[src/sha256md_pkg.sv]
// Shared types and constants for the SHA-256 message digest block.
// No dependencies; used by every module under src.

package sha256md_pkg;

  localparam int unsigned BlockWords = 16;
  localparam int unsigned RoundCount = 64;
  localparam int unsigned DigestWords = 8;

  // Sequencer states
  typedef enum logic [2:0] {
    ST_IDLE,
    ST_PAD,
    ST_ROUNDS,
    ST_FOLD,
    ST_EMIT
  } state_t;

  // Controls for the message schedule
  typedef struct packed {
    logic push;   // shift in a message or padding word
    logic step;   // shift in the next expanded word
  } sched_ctrl_t;

  // Controls for the round unit
  typedef struct packed {
    logic load;   // take the working variables from the chain value
    logic step;   // run one compression round
  } round_ctrl_t;

  localparam logic [31:0] PadMarker = 32'h8000_0000;

  localparam logic [31:0] InitHash [DigestWords] = '{
    32'h6a09e667, 32'hbb67ae85, 32'h3c6ef372, 32'ha54ff53a,
    32'h510e527f, 32'h9b05688c, 32'h1f83d9ab, 32'h5be0cd19
  };

  localparam logic [31:0] RoundK [RoundCount] = '{
    32'h428a2f98, 32'h71374491, 32'hb5c0fbcf, 32'he9b5dba5,
    32'h3956c25b, 32'h59f111f1, 32'h923f82a4, 32'hab1c5ed5,
    32'hd807aa98, 32'h12835b01, 32'h243185be, 32'h550c7dc3,
    32'h72be5d74, 32'h80deb1fe, 32'h9bdc06a7, 32'hc19bf174,
    32'he49b69c1, 32'hefbe4786, 32'h0fc19dc6, 32'h240ca1cc,
    32'h2de92c6f, 32'h4a7484aa, 32'h5cb0a9dc, 32'h76f988da,
    32'h983e5152, 32'ha831c66d, 32'hb00327c8, 32'hbf597fc7,
    32'hc6e00bf3, 32'hd5a79147, 32'h06ca6351, 32'h14292967,
    32'h27b70a85, 32'h2e1b2138, 32'h4d2c6dfc, 32'h53380d13,
    32'h650a7354, 32'h766a0abb, 32'h81c2c92e, 32'h92722c85,
    32'ha2bfe8a1, 32'ha81a664b, 32'hc24b8b70, 32'hc76c51a3,
    32'hd192e819, 32'hd6990624, 32'hf40e3585, 32'h106aa070,
    32'h19a4c116, 32'h1e376c08, 32'h2748774c, 32'h34b0bcb5,
    32'h391c0cb3, 32'h4ed8aa4a, 32'h5b9cca4f, 32'h682e6ff3,
    32'h748f82ee, 32'h78a5636f, 32'h84c87814, 32'h8cc70208,
    32'h90befffa, 32'ha4506ceb, 32'hbef9a3f7, 32'hc67178f2
  };

  function automatic logic [31:0] round_k(input logic [5:0] idx);
    return RoundK[idx];
  endfunction

endpackage

[src/sha256md_sched.sv]
// SHA-256 message schedule: 16-word shift line that gathers a block and
// then expands it one word per round. Depends on sha256md_pkg.

module sha256md_sched (
  input  logic                       clk,
  input  sha256md_pkg::sched_ctrl_t  ctrl,
  input  logic [31:0]                push_data,
  output logic [31:0]                w_out
);

  logic [31:0] w [sha256md_pkg::BlockWords];
  logic [31:0] s0;
  logic [31:0] s1;
  logic [31:0] w_new;

  // W[t+16] = W[t] + s0(W[t+1]) + W[t+9] + s1(W[t+14])
  assign s0 = {w[1][6:0], w[1][31:7]} ^ {w[1][17:0], w[1][31:18]} ^ (w[1] >> 3);
  assign s1 = {w[14][16:0], w[14][31:17]} ^ {w[14][18:0], w[14][31:19]} ^ (w[14] >> 10);
  assign w_new = w[0] + s0 + w[9] + s1;

  always_ff @(posedge clk) begin
    if (ctrl.push || ctrl.step) begin
      for (int i = 0; i < 15; i++) begin
        w[i] <= w[i+1];
      end
      w[15] <= ctrl.push ? push_data : w_new;
    end
  end

  assign w_out = w[0];

endmodule

[src/sha256md_round.sv]
// SHA-256 round unit: working variables a..h and one round per step.
// Depends on sha256md_pkg for the round constants.

module sha256md_round (
  input  logic                       clk,
  input  sha256md_pkg::round_ctrl_t  ctrl,
  input  logic [7:0][31:0]           chain,
  input  logic [5:0]                 round_idx,
  input  logic [31:0]                w_in,
  output logic [7:0][31:0]           vars
);

  logic [31:0] a, b, c, e, f, g, h;
  logic [31:0] big0, big1, ch, maj, t1, t2;

  assign a = vars[0];
  assign b = vars[1];
  assign c = vars[2];
  assign e = vars[4];
  assign f = vars[5];
  assign g = vars[6];
  assign h = vars[7];

  assign big1 = {e[5:0], e[31:6]} ^ {e[10:0], e[31:11]} ^ {e[24:0], e[31:25]};
  assign ch   = (e & f) ^ (~e & g);
  assign t1   = h + big1 + ch + sha256md_pkg::round_k(round_idx) + w_in;
  assign big0 = {a[1:0], a[31:2]} ^ {a[12:0], a[31:13]} ^ {a[21:0], a[31:22]};
  assign maj  = (a & b) ^ (a & c) ^ (b & c);
  assign t2   = big0 + maj;

  always_ff @(posedge clk) begin
    if (ctrl.load) begin
      vars <= chain;
    end else if (ctrl.step) begin
      vars[7] <= g;
      vars[6] <= f;
      vars[5] <= e;
      vars[4] <= vars[3] + t1;
      vars[3] <= c;
      vars[2] <= b;
      vars[1] <= a;
      vars[0] <= t1 + t2;
    end
  end

endmodule

[src/sha256_message_digest.sv]
// SHA-256 message digest. Feed the message as 32-bit words, earliest byte in
// bits 31..24, and mark the last word with tlast; tuser then gives how many of
// its leading bytes are valid (0..4, larger counts act as 4; on other words
// it is ignored). The block pads the message itself and then sends the eight
// digest words, first word first, with tlast on the eighth, after which it is
// ready for the next message. Every 16th word (counting padding words)
// starts a compression: 64 rounds through the single round unit, then a
// fold of the result into the chain value; no words are taken meanwhile.
// On the last word the block adds its padding words one per cycle, pausing
// for a compression whenever a block fills (one extra block when fewer than
// two words are left), then holds each digest word until it is taken. tready
// is low throughout.
// Depends on sha256md_pkg, sha256md_sched and sha256md_round.

module sha256_message_digest (
  input  logic        clk,
  input  logic        rst,
  // input stream
  input  logic        s_axis_tvalid,
  output logic        s_axis_tready,
  input  logic [31:0] s_axis_tdata,   // [31:0] message_word
  input  logic [2:0]  s_axis_tuser,   // [2:0] byte_count
  input  logic        s_axis_tlast,   // final_word
  // digest stream
  output logic        m_axis_tvalid,
  input  logic        m_axis_tready,
  output logic [31:0] m_axis_tdata,   // [31:0] digest_word
  output logic        m_axis_tlast    // last_digest
);

  sha256md_pkg::state_t state, state_next;

  logic [7:0][31:0] chain;
  logic [7:0][31:0] vars;
  logic [63:0]      msg_bits;
  logic [3:0]       word_pos;
  logic [5:0]       round_cnt;
  logic [2:0]       emit_cnt;
  logic             need_marker;   // 0x80 byte still owed as a whole word
  logic             len_hi_sent;   // upper length word is in the block
  logic             pad_active;    // padding of a final word under way
  logic             pad_done;      // length fully pushed; digest follows

  sha256md_pkg::sched_ctrl_t sched_ctrl;
  sha256md_pkg::round_ctrl_t round_ctrl;

  logic        push_en;
  logic [31:0] push_data;
  logic [31:0] w_cur;
  logic [2:0]  count_clamp;
  logic [31:0] tail_word;
  logic        in_fire;
  logic        out_fire;

  assign in_fire  = s_axis_tvalid && s_axis_tready;
  assign out_fire = m_axis_tvalid && m_axis_tready;

  assign count_clamp = (s_axis_tuser > 3'd4) ? 3'd4 : s_axis_tuser;

  // Last word with the 0x80 byte placed right after the valid bytes
  always_comb begin
    case (count_clamp)
      3'd0:    tail_word = sha256md_pkg::PadMarker;
      3'd1:    tail_word = {s_axis_tdata[31:24], 24'h80_0000};
      3'd2:    tail_word = {s_axis_tdata[31:16], 16'h8000};
      3'd3:    tail_word = {s_axis_tdata[31:8], 8'h80};
      default: tail_word = s_axis_tdata;
    endcase
  end

  // Sequencer: next state and datapath controls
  always_comb begin
    state_next      = state;
    push_en         = 1'b0;
    push_data       = s_axis_tdata;
    round_ctrl.step = 1'b0;
    s_axis_tready   = 1'b0;
    m_axis_tvalid   = 1'b0;
    case (state)
      sha256md_pkg::ST_IDLE: begin
        s_axis_tready = 1'b1;
        if (s_axis_tvalid) begin
          push_en   = 1'b1;
          push_data = s_axis_tlast ? tail_word : s_axis_tdata;
          if (word_pos == 4'd15) begin
            state_next = sha256md_pkg::ST_ROUNDS;
          end else if (s_axis_tlast) begin
            state_next = sha256md_pkg::ST_PAD;
          end
        end
      end
      sha256md_pkg::ST_PAD: begin
        push_en = 1'b1;
        if (need_marker) begin
          push_data = sha256md_pkg::PadMarker;
        end else if (len_hi_sent) begin
          push_data = msg_bits[31:0];
        end else if (word_pos == 4'd14) begin
          push_data = msg_bits[63:32];
        end else begin
          push_data = '0;
        end
        if (word_pos == 4'd15) begin
          state_next = sha256md_pkg::ST_ROUNDS;
        end
      end
      sha256md_pkg::ST_ROUNDS: begin
        round_ctrl.step = 1'b1;
        if (round_cnt == 6'd63) begin
          state_next = sha256md_pkg::ST_FOLD;
        end
      end
      sha256md_pkg::ST_FOLD: begin
        if (pad_done) begin
          state_next = sha256md_pkg::ST_EMIT;
        end else if (pad_active) begin
          state_next = sha256md_pkg::ST_PAD;
        end else begin
          state_next = sha256md_pkg::ST_IDLE;
        end
      end
      sha256md_pkg::ST_EMIT: begin
        m_axis_tvalid = 1'b1;
        if (m_axis_tready && emit_cnt == 3'd7) begin
          state_next = sha256md_pkg::ST_IDLE;
        end
      end
      default: state_next = sha256md_pkg::ST_IDLE;
    endcase
    // block fills on this push: pick up the chain value for the rounds
    round_ctrl.load = push_en && (word_pos == 4'd15);
  end

  assign sched_ctrl.push = push_en;
  assign sched_ctrl.step = round_ctrl.step;

  always_ff @(posedge clk) begin
    if (rst) begin
      state <= sha256md_pkg::ST_IDLE;
    end else begin
      state <= state_next;
    end
  end

  always_ff @(posedge clk) begin
    if (rst) begin
      for (int i = 0; i < 8; i++) begin
        chain[i] <= sha256md_pkg::InitHash[i];
      end
      msg_bits    <= '0;
      word_pos    <= '0;
      round_cnt   <= '0;
      emit_cnt    <= '0;
      need_marker <= 1'b0;
      len_hi_sent <= 1'b0;
      pad_active  <= 1'b0;
      pad_done    <= 1'b0;
    end else begin
      if (push_en) begin
        word_pos <= word_pos + 4'd1;
      end
      if (in_fire) begin
        if (s_axis_tlast) begin
          msg_bits    <= msg_bits + {58'd0, count_clamp, 3'd0};
          need_marker <= (count_clamp == 3'd4);
          pad_active  <= 1'b1;
        end else begin
          msg_bits <= msg_bits + 64'd32;
        end
      end
      if (state == sha256md_pkg::ST_PAD) begin
        if (need_marker) begin
          need_marker <= 1'b0;
        end else if (len_hi_sent) begin
          pad_done <= 1'b1;
        end else if (word_pos == 4'd14) begin
          len_hi_sent <= 1'b1;
        end
      end
      if (round_ctrl.step) begin
        round_cnt <= round_cnt + 6'd1;
      end
      if (state == sha256md_pkg::ST_FOLD) begin
        for (int i = 0; i < 8; i++) begin
          chain[i] <= chain[i] + vars[i];
        end
      end
      // digest leaves from chain[0]; refill from the top with the initial
      // hash so the chain is back at its start value after eight words
      if (out_fire) begin
        for (int i = 0; i < 7; i++) begin
          chain[i] <= chain[i+1];
        end
        chain[7] <= sha256md_pkg::InitHash[emit_cnt];
        emit_cnt <= emit_cnt + 3'd1;
        if (emit_cnt == 3'd7) begin
          msg_bits    <= '0;
          len_hi_sent <= 1'b0;
          pad_active  <= 1'b0;
          pad_done    <= 1'b0;
        end
      end
    end
  end

  sha256md_sched u_sched (
    .clk       (clk),
    .ctrl      (sched_ctrl),
    .push_data (push_data),
    .w_out     (w_cur)
  );

  sha256md_round u_round (
    .clk       (clk),
    .ctrl      (round_ctrl),
    .chain     (chain),
    .round_idx (round_cnt),
    .w_in      (w_cur),
    .vars      (vars)
  );

  assign m_axis_tdata = chain[0];
  assign m_axis_tlast = (emit_cnt == 3'd7);

  // never taking words while a digest is pending
  assert property (@(posedge clk) disable iff (rst) !(s_axis_tready && m_axis_tvalid))
    else $error("input accepted while digest pending");

  // round counter only moves inside a compression
  assert property (@(posedge clk) disable iff (rst)
    (state != sha256md_pkg::ST_ROUNDS) |-> (round_cnt == 6'd0))
    else $error("round counter out of step");

  // digest only goes out on a block boundary
  assert property (@(posedge clk) disable iff (rst)
    (state == sha256md_pkg::ST_EMIT) |-> (word_pos == 4'd0 && pad_done))
    else $error("digest started mid-block");

  // after the eighth digest word the block takes input again
  assert property (@(posedge clk) disable iff (rst)
    (m_axis_tvalid && m_axis_tready && m_axis_tlast) |=> s_axis_tready)
    else $error("not ready after digest");

endmodule

[config.mk]
export PLATFORM = sky130hd
export DESIGN_NAME = sha256_message_digest
export DESIGN_NICKNAME = d
export VERILOG_FILES = /design/src/sha256md_pkg.sv /design/src/sha256md_sched.sv /design/src/sha256md_round.sv /design/src/sha256_message_digest.sv
export SDC_FILE = /design/constraint.sdc
export NUM_CORES = 2
export LEC_CHECK = 0
export BUFFER_PORTS_ARGS = -buffer_cell sky130_fd_sc_hd__buf_4
export CORE_ASPECT_RATIO = 0.7
export CORE_UTILIZATION = 35
export CTS_BUF_LIST = sky130_fd_sc_hd__clkbuf_8
export CTS_CLUSTER_SIZE = 28
export DETAILED_ROUTE_END_ITERATION = 10
export PLACE_DENSITY = 0.58
export SLEW_MARGIN = 15
export SYNTH_ARGS = -nofsm -noshare
export SYNTH_HDL_FRONTEND = slang
export SYNTH_SLANG_ARGS = --single-unit
[constraint.sdc]
create_clock -name clk -period 15.2 [get_ports clk]
set_clock_uncertainty 0.1 [all_clocks]
set_input_delay 3.04 -clock clk [delete_from_list [all_inputs] [get_ports clk]]
set_output_delay 3.04 -clock clk [all_outputs]
set_load 0.01 [all_outputs]
# Yosys cells after proc, flatten, opt, wreduce, memory -nomap -nowiden
# Memories as Yosys holds them, arrays and structs flattened.
# Index checks and enable logic that the tools add are counted.
[totals] memories=3 output_inout_bits=35 rom_bits=2304 latch_bits=0 ff_bits=596 mem_bits_rw=512
[mem_list] memory="(no name shown)" depth=64 word_bits=32 rd=1 rd_ports_with_merged_regs=0 write_ports=0 line="sha256md_pkg.sv:58" source="return RoundK[idx];"
[mem_list] memory="u_sched.w" depth=16 word_bits=32 rd=16 rd_ports_with_merged_regs=0 write_ports=16 line="sha256md_sched.sv:11" source="logic [31:0] w [sha256md_pkg::BlockWords];"
[mem_list] memory="(no name shown)" depth=8 word_bits=32 rd=1 rd_ports_with_merged_regs=0 write_ports=0 line="sha256_message_digest.sv:194" source="chain[7] <= sha256md_pkg::InitHash[emit_cnt];"
[classes] mul=0 mux=56 div=0 add_sub_neg=23 n_reduce_logical=10 n_eq_ne=17 shifts=0 bitwise_logic=19 n_lt_le_gt_ge=3
[ops] op="$mux 256" n=4
[ops] op="$add 32x32->32" n=18
[ops] op="$mux 32" n=10
[ops] op="$xor 32x32->32" n=9
[ops] op="$mux 64" n=4
[ops] op="$and 32x32->32" n=5
[ops] op="$pmux 32 s4" n=1
[ops] op="$add 64x6->64" n=1
[ops] op="$add 64x6->64 const B" n=1
[ops] op="$pmux 32 s2" n=1
[ops] op="$not 32->32" n=1
[ops] op="$xor 32x22->32" n=1
[ops] op="$xor 32x29->32" n=1
[ops] op="$mux 1" n=26
[ops] op="$mux 3" n=8
[ops] op="$pmux 3 s5" n=1
[ops] op="$eq 3x2->1 const B" n=4
[ops] op="$eq 3x3->1 const B" n=3
[ops] op="$eq 4x4->1 const B" n=2
[ops] op="$ne 2x2->1 const B" n=4
[ops] op="$ge 7x7->1 const B" n=1
[ops] op="$not 6->7" n=1
[ops] op="$add 6x1->6 const B" n=1
[ops] op="$eq 3x1->1 const B" n=2
[ops] op="other kinds (13)" n=18

# Logic depth before layout (Yosys ltp)
[logic_depth] depth_word=9 mapped_depth=42 mapped_depth_nobuf=40

# Modules after synthesis
# Synthesis repeated with hierarchy kept, for this count alone.
[unflattened] cells_unflattened=6821 hier_area_um2=70365.0
[modules_own_cells] module="sha256_message_digest" cells_per_inst=3344 n_inst=1 area_each_um2=26594.3
[modules_own_cells] module="sha256md_round" cells_per_inst=2315 n_inst=1 area_each_um2=23227.3
[modules_own_cells] module="sha256md_sched" cells_per_inst=1162 n_inst=1 area_each_um2=20543.5

# Worst setup path after synthesis
# OpenSTA, ideal clock, no wires.
[synth_timing] kind="input to register" startpoint="input port s_axis_tvalid" endpoint="memory u_sched.w[0][0], enable pin" arrival_time_ps=11868 slack_ps=-442 setup_ps=3674 required_ps=11426 path_buffers=1 path_stages=3 path_cell_list="o21ai_1 -> clkbuf_1 -> nand2_1"
[synth_lines] element="start: declaration" line="sha256_message_digest.sv:19" source="input logic s_axis_tvalid,"
[synth_lines] element="end: declaration" line="sha256md_sched.sv:11"

# Worst setup path in the final report
[layout_timing] startpoint="register round_cnt[1]" endpoint="register u_round.vars, in the netlist u_round.a[30], data pin"
[layout_via] elab_chain_len=9
[layout_lines] element="start: declaration" line="sha256_message_digest.sv:37" source="logic [5:0] round_cnt;"
[layout_lines] element="start signal: assignment" line="sha256_message_digest.sv:181" source="round_cnt <= round_cnt + 6'd1;"
[layout_lines] element="$not 6->7 (not written as such)" line="sha256md_pkg.sv:58"
[layout_lines] element="$mem_v2 64x32"
[layout_lines] element="$mux 32 (not written as such) (2 in series)" line="sha256md_pkg.sv:58"
[layout_lines] element="$add 32x32->32 (2 in series)" line="sha256md_round.sv:26" source="assign t1 = h + big1 + ch + sha256md_pkg::round_k(round_idx) + w_in;"
[layout_lines] element="$add 32x32->32" line="sha256md_round.sv:42" source="vars[0] <= t1 + t2;"
[layout_lines] element="$mux 256" line="sha256md_round.sv:34" source="end else if (ctrl.step) begin"
[layout_lines] element="$mux 256" line="sha256md_round.sv:32" source="if (ctrl.load) begin"
[layout_lines] element="end signal: assignment" line="sha256md_round.sv:33" source="vars <= chain;"
[layout_lines] element="end: declaration" line="sha256md_round.sv:10" source="output logic [7:0][31:0] vars"
# Every way passes these cells. The select of a mux whose other input is x is not followed.
# A chain may end at the register's enable or synchronous reset.

==> impl_summary.md <==
Place
Counting tap cells, the placed design contains a total of slightly above 9000 instances. The weighted congestion at the end of routability-driven global placement is roughly 0.96. In this run the tool buffered the top-level ports with 74 buffer cells. Detailed placement finished with a half-perimeter wire length of about 170000 um. The worst setup timing slack at the placement stage is around 4.6 ns.

The cell area after placement is just over 0.07 mm2.

Synth
Counting every net in the synthesized netlist gives between 7000 and 8000. The area of the mapped netlist is 0.0688 mm2. In this run the mean area of a mapped cell was roughly 10 um2. The count of synthesis-stage warnings from yosys is 0. The most instantiated flip-flop cell in the synthesis netlist is sky130_fd_sc_hd__edfxtp_1. The synthesized netlist contains 103 unique library cells.

The part of the Yosys area used for sequential elements is around 43%. The count of flip-flops with a built-in enable after synthesis is between 700 and 800. The count of state elements after synthesis is 1105. Ranked by total cell area, the synthesized netlist is headed by sky130_fd_sc_hd__edfxtp_1, sky130_fd_sc_hd__dfxtp_1, sky130_fd_sc_hd__ha_1, sky130_fd_sc_hd__fa_1, sky130_fd_sc_hd__nand2_1. The share of synthesized area in the top cell type comes to 33.5%. The count of mapped cells out of synthesis is just under 7000. The fraction of registers with async set/reset is 0%. The library cell with the largest summed area after synthesis is sky130_fd_sc_hd__edfxtp_1.

Clocking
TritonCTS built the clock tree. Hold repair after CTS inserted 0 buffers. The post-CTS setup-driven buffer insertion count is 0. No sink is reached through more buffers than the 3 on the longest clock path. The number of gates given a new drive strength after cts is 0.

The H-tree generated during clock tree synthesis spans 4 levels. The number of clock buffers inserted by TritonCTS is roughly 190. For the worst-skew pair, the clock arrives at the later sink with an insertion delay of around 0.9 ns. The tree built by TritonCTS fans out to 1105 sinks. The clock transition at the registers of the reported paths is roughly 0.060 ns. The library cell used as clock root buffer is sky130_fd_sc_hd__clkbuf_8.

Worst setup path
Counting both buffers and inverters, the worst setup path holds a total of 7. The slack of the worst reg-to-reg path is roughly 4.3 ns. At the worst endpoint, the required time is approximately 16 ns.

The critical-path cell with the highest stage delay is sky130_fd_sc_hd__ha_1. The data arrival time of the worst path is between 10 and 15 ns. Among cell families on the critical path, the largest total delay comes from adder cells. The largest stage delay on the critical path is between 0.8 and 0.9 ns.

STA classifies the critical path startpoint as a flop. Along the worst path, the maximum fanout reaches 23. The worst setup path is of the reg2reg kind. The kind of end point of the critical path is a flop.

Floorplan
The die height is around 370 um. The area of the core region is between 0.15 and 0.2 mm2. After floorplanning, the core was divided into roughly 140 placement rows. The starting utilization of the core area is 35.4%. The floorplan step set the die width to around 530 um. The die area is 0.198 mm2. During I/O placement, the number of pins put on the boundary was 75.

Detailed routing
In the final routed layout, each cell accounts on average for ~24 um. For this block, the via count after detailed routing is 54800. The initial detailed-routing violation count is roughly 6300.

For this run, the detailed router's first-pass iteration total came to 6. The post-detailed-routing wire length is 234000 um. The number of DRC violations after detailed routing is 0.

The number of nets with antenna violations after routing is 0. The routed via count divided by cell count is 5.65.

Cells and area
The area growth from synthesis to final layout is 9.77%. In the layout the commonest cells are sky130_fd_sc_hd__nand2_1, sky130_fd_sc_hd__edfxtp_1, sky130_fd_sc_hd__a21oi_1. The most common cell after layout, fill and taps aside is sky130_fd_sc_hd__nand2_1. Of the cells placed in the final design, the portion with a size suffix greater than 1 is 7.26%. Measured on the finished design, the core utilization comes to between 30% and 40%. Counting the fill cells in the layout gives 19300.

The finished cells cover about 0.075 mm2. The final layout contains around 7600 nets. The non-filler instance count after layout is ~9700.

Timing
Dividing the final minimum period by the clock period gives a little under three quarters. The slew of the pin with the lowest slew margin is between 1 and 1.5 ns. The final number of hold-violating endpoints is 0. The count of final setup violators is 0. The shortest clock period the worst path allows after layout is ~11 ns.

The worst hold slack is 0.296 ns. The number of max-slew violations in the final report came to 0. After layout, the worst setup slack is approximately 4.3 ns. Based on the critical path, the design can be clocked at up to just over 90 MHz. The tightest slew margin relative to the limit is around 25%. Setup repair after global routing left no endpoint under its margin. The total negative slack for setup checks is 0 ns.

Global route
The total overflow left after global routing is 0. Across every metal layer, demand over resource in global routing totals between 20% and 30%. Entering global routing, the biggest net connects around 200 pins. The number of antenna violations at the first check in global routing is 11. The number of global-route vias before repair is around 51000.

The first-pass GRT wire length is 343000 um.

Power
The maximum ir drop on the vdd rail is between 0.2 and 0.3 mV. Overall power consumption after layout is estimated at between 10 and 15 mW. The analysis attributes to cell leakage a power of ~30 nW.

Dividing total power by cell area gives a power density of around 180 mW/mm2.

Run
Max-cap violations in this run came to 0.

Worst hold path
The worst hold path class is reg2reg.

Run status
The run finished with clean final reports.
## cells by family (layout without fill, tap and decap cells)
| family | count (synthesis) | in the layout | synth area share (%) |
|---|---|---|---|
| compound gates | 1926 | 1926 | 18.2 |
| simple gates | 1922 | 1922 | 12.4 |
| flops | 1105 | 1105 | 43.3 |
| buf+inv | 729 | 851 | 4.19 |
| xor+xnor | 616 | 616 | 7.84 |
| fa+ha+maj | 606 | 606 | 13.1 |
| mux | 58 | 58 | 0.908 |
| other cells | 0 | 3 | 0 |
## synthesized netlist by cell type, types with 28 or more instances
master	instances
sky130_fd_sc_hd__a211oi_1	63
sky130_fd_sc_hd__a21o_1	213
sky130_fd_sc_hd__a21oi_1	541
sky130_fd_sc_hd__a221oi_1	144
sky130_fd_sc_hd__a22oi_1	100
sky130_fd_sc_hd__a31oi_1	47
sky130_fd_sc_hd__and3_1	71
sky130_fd_sc_hd__buf_1	28
sky130_fd_sc_hd__buf_4	32
sky130_fd_sc_hd__clkbuf_1	320
sky130_fd_sc_hd__dfxtp_1	337
sky130_fd_sc_hd__edfxtp_1	768
sky130_fd_sc_hd__fa_1	196
sky130_fd_sc_hd__ha_1	406
sky130_fd_sc_hd__inv_1	342
sky130_fd_sc_hd__mux2i_1	32
sky130_fd_sc_hd__nand2_1	1023
sky130_fd_sc_hd__nand2b_1	62
sky130_fd_sc_hd__nand3_1	103
sky130_fd_sc_hd__nor2_1	364
sky130_fd_sc_hd__nor2b_1	45
sky130_fd_sc_hd__nor3_1	74
sky130_fd_sc_hd__o211ai_1	48
sky130_fd_sc_hd__o21a_1	52
sky130_fd_sc_hd__o21ai_0	401
sky130_fd_sc_hd__o21bai_1	47
sky130_fd_sc_hd__o31ai_1	29
sky130_fd_sc_hd__or3_1	42
sky130_fd_sc_hd__xnor2_1	374
sky130_fd_sc_hd__xor2_1	242
## flip-flops by register name (all words and copies together) (netlist names), 3 cells and up
name          flops
u_sched.w       512
m_axis_tdata     32
u_round.h        32
round_cnt         6
u_round.e        32
emit_cnt          3
msg_bits         61
u_round.b        32
u_round.c        32
chain           224
word_pos          4
u_round.a        32
u_round.f        32
u_round.vars     32
u_round.g        32
state             3
## worst paths after layout
kind                                       start                to  cells after the start
worst min-delay path            u_sched.w[0][65]  u_sched.w[0][33]                      0
worst max-delay path                round_cnt[1]     u_round.a[30]                     36
worst max register to register      round_cnt[1]     u_round.a[30]                     36
worst min register to register  u_sched.w[0][65]  u_sched.w[0][33]                      0
## layout make-up
cell class / count / area [um2] / share of cell area (%)
Tap cell: 2603 / 3260 / 4.31
Antenna cell: 3 / 7.51 / 0.00994
Inverter: 343 / 1290 / 1.71
Sequential cell: 1105 / 29800 / 39.5
Clock buffer: 214 / 2950 / 3.90
Timing Repair Buffer: 162 / 1260 / 1.67
Multi-Input combinational cell: 5128 / 36200 / 47.9
Clock inverter: 132 / 769 / 1.02
## report_power, final
group          switching (mW)  leakage, nW  total, mW  internal, mW
clock                    1.31         2.15       2.69          1.38
sequential              0.253         10.1       4.08          3.83
combinational            3.99         17.4       6.63          2.64
total                    5.56         29.7       13.4          7.85
## per-layer routing
layer  wire, um  share of wire [%]  GRT usage (%)
met5         36              0.015              0
met4       3810                1.6           4.70
met3      24000                 10           5.02
met2      88000                 38           29.3
met1     118000                 50           37.9
No activity file was read; power rests on OpenSTA's default activity.
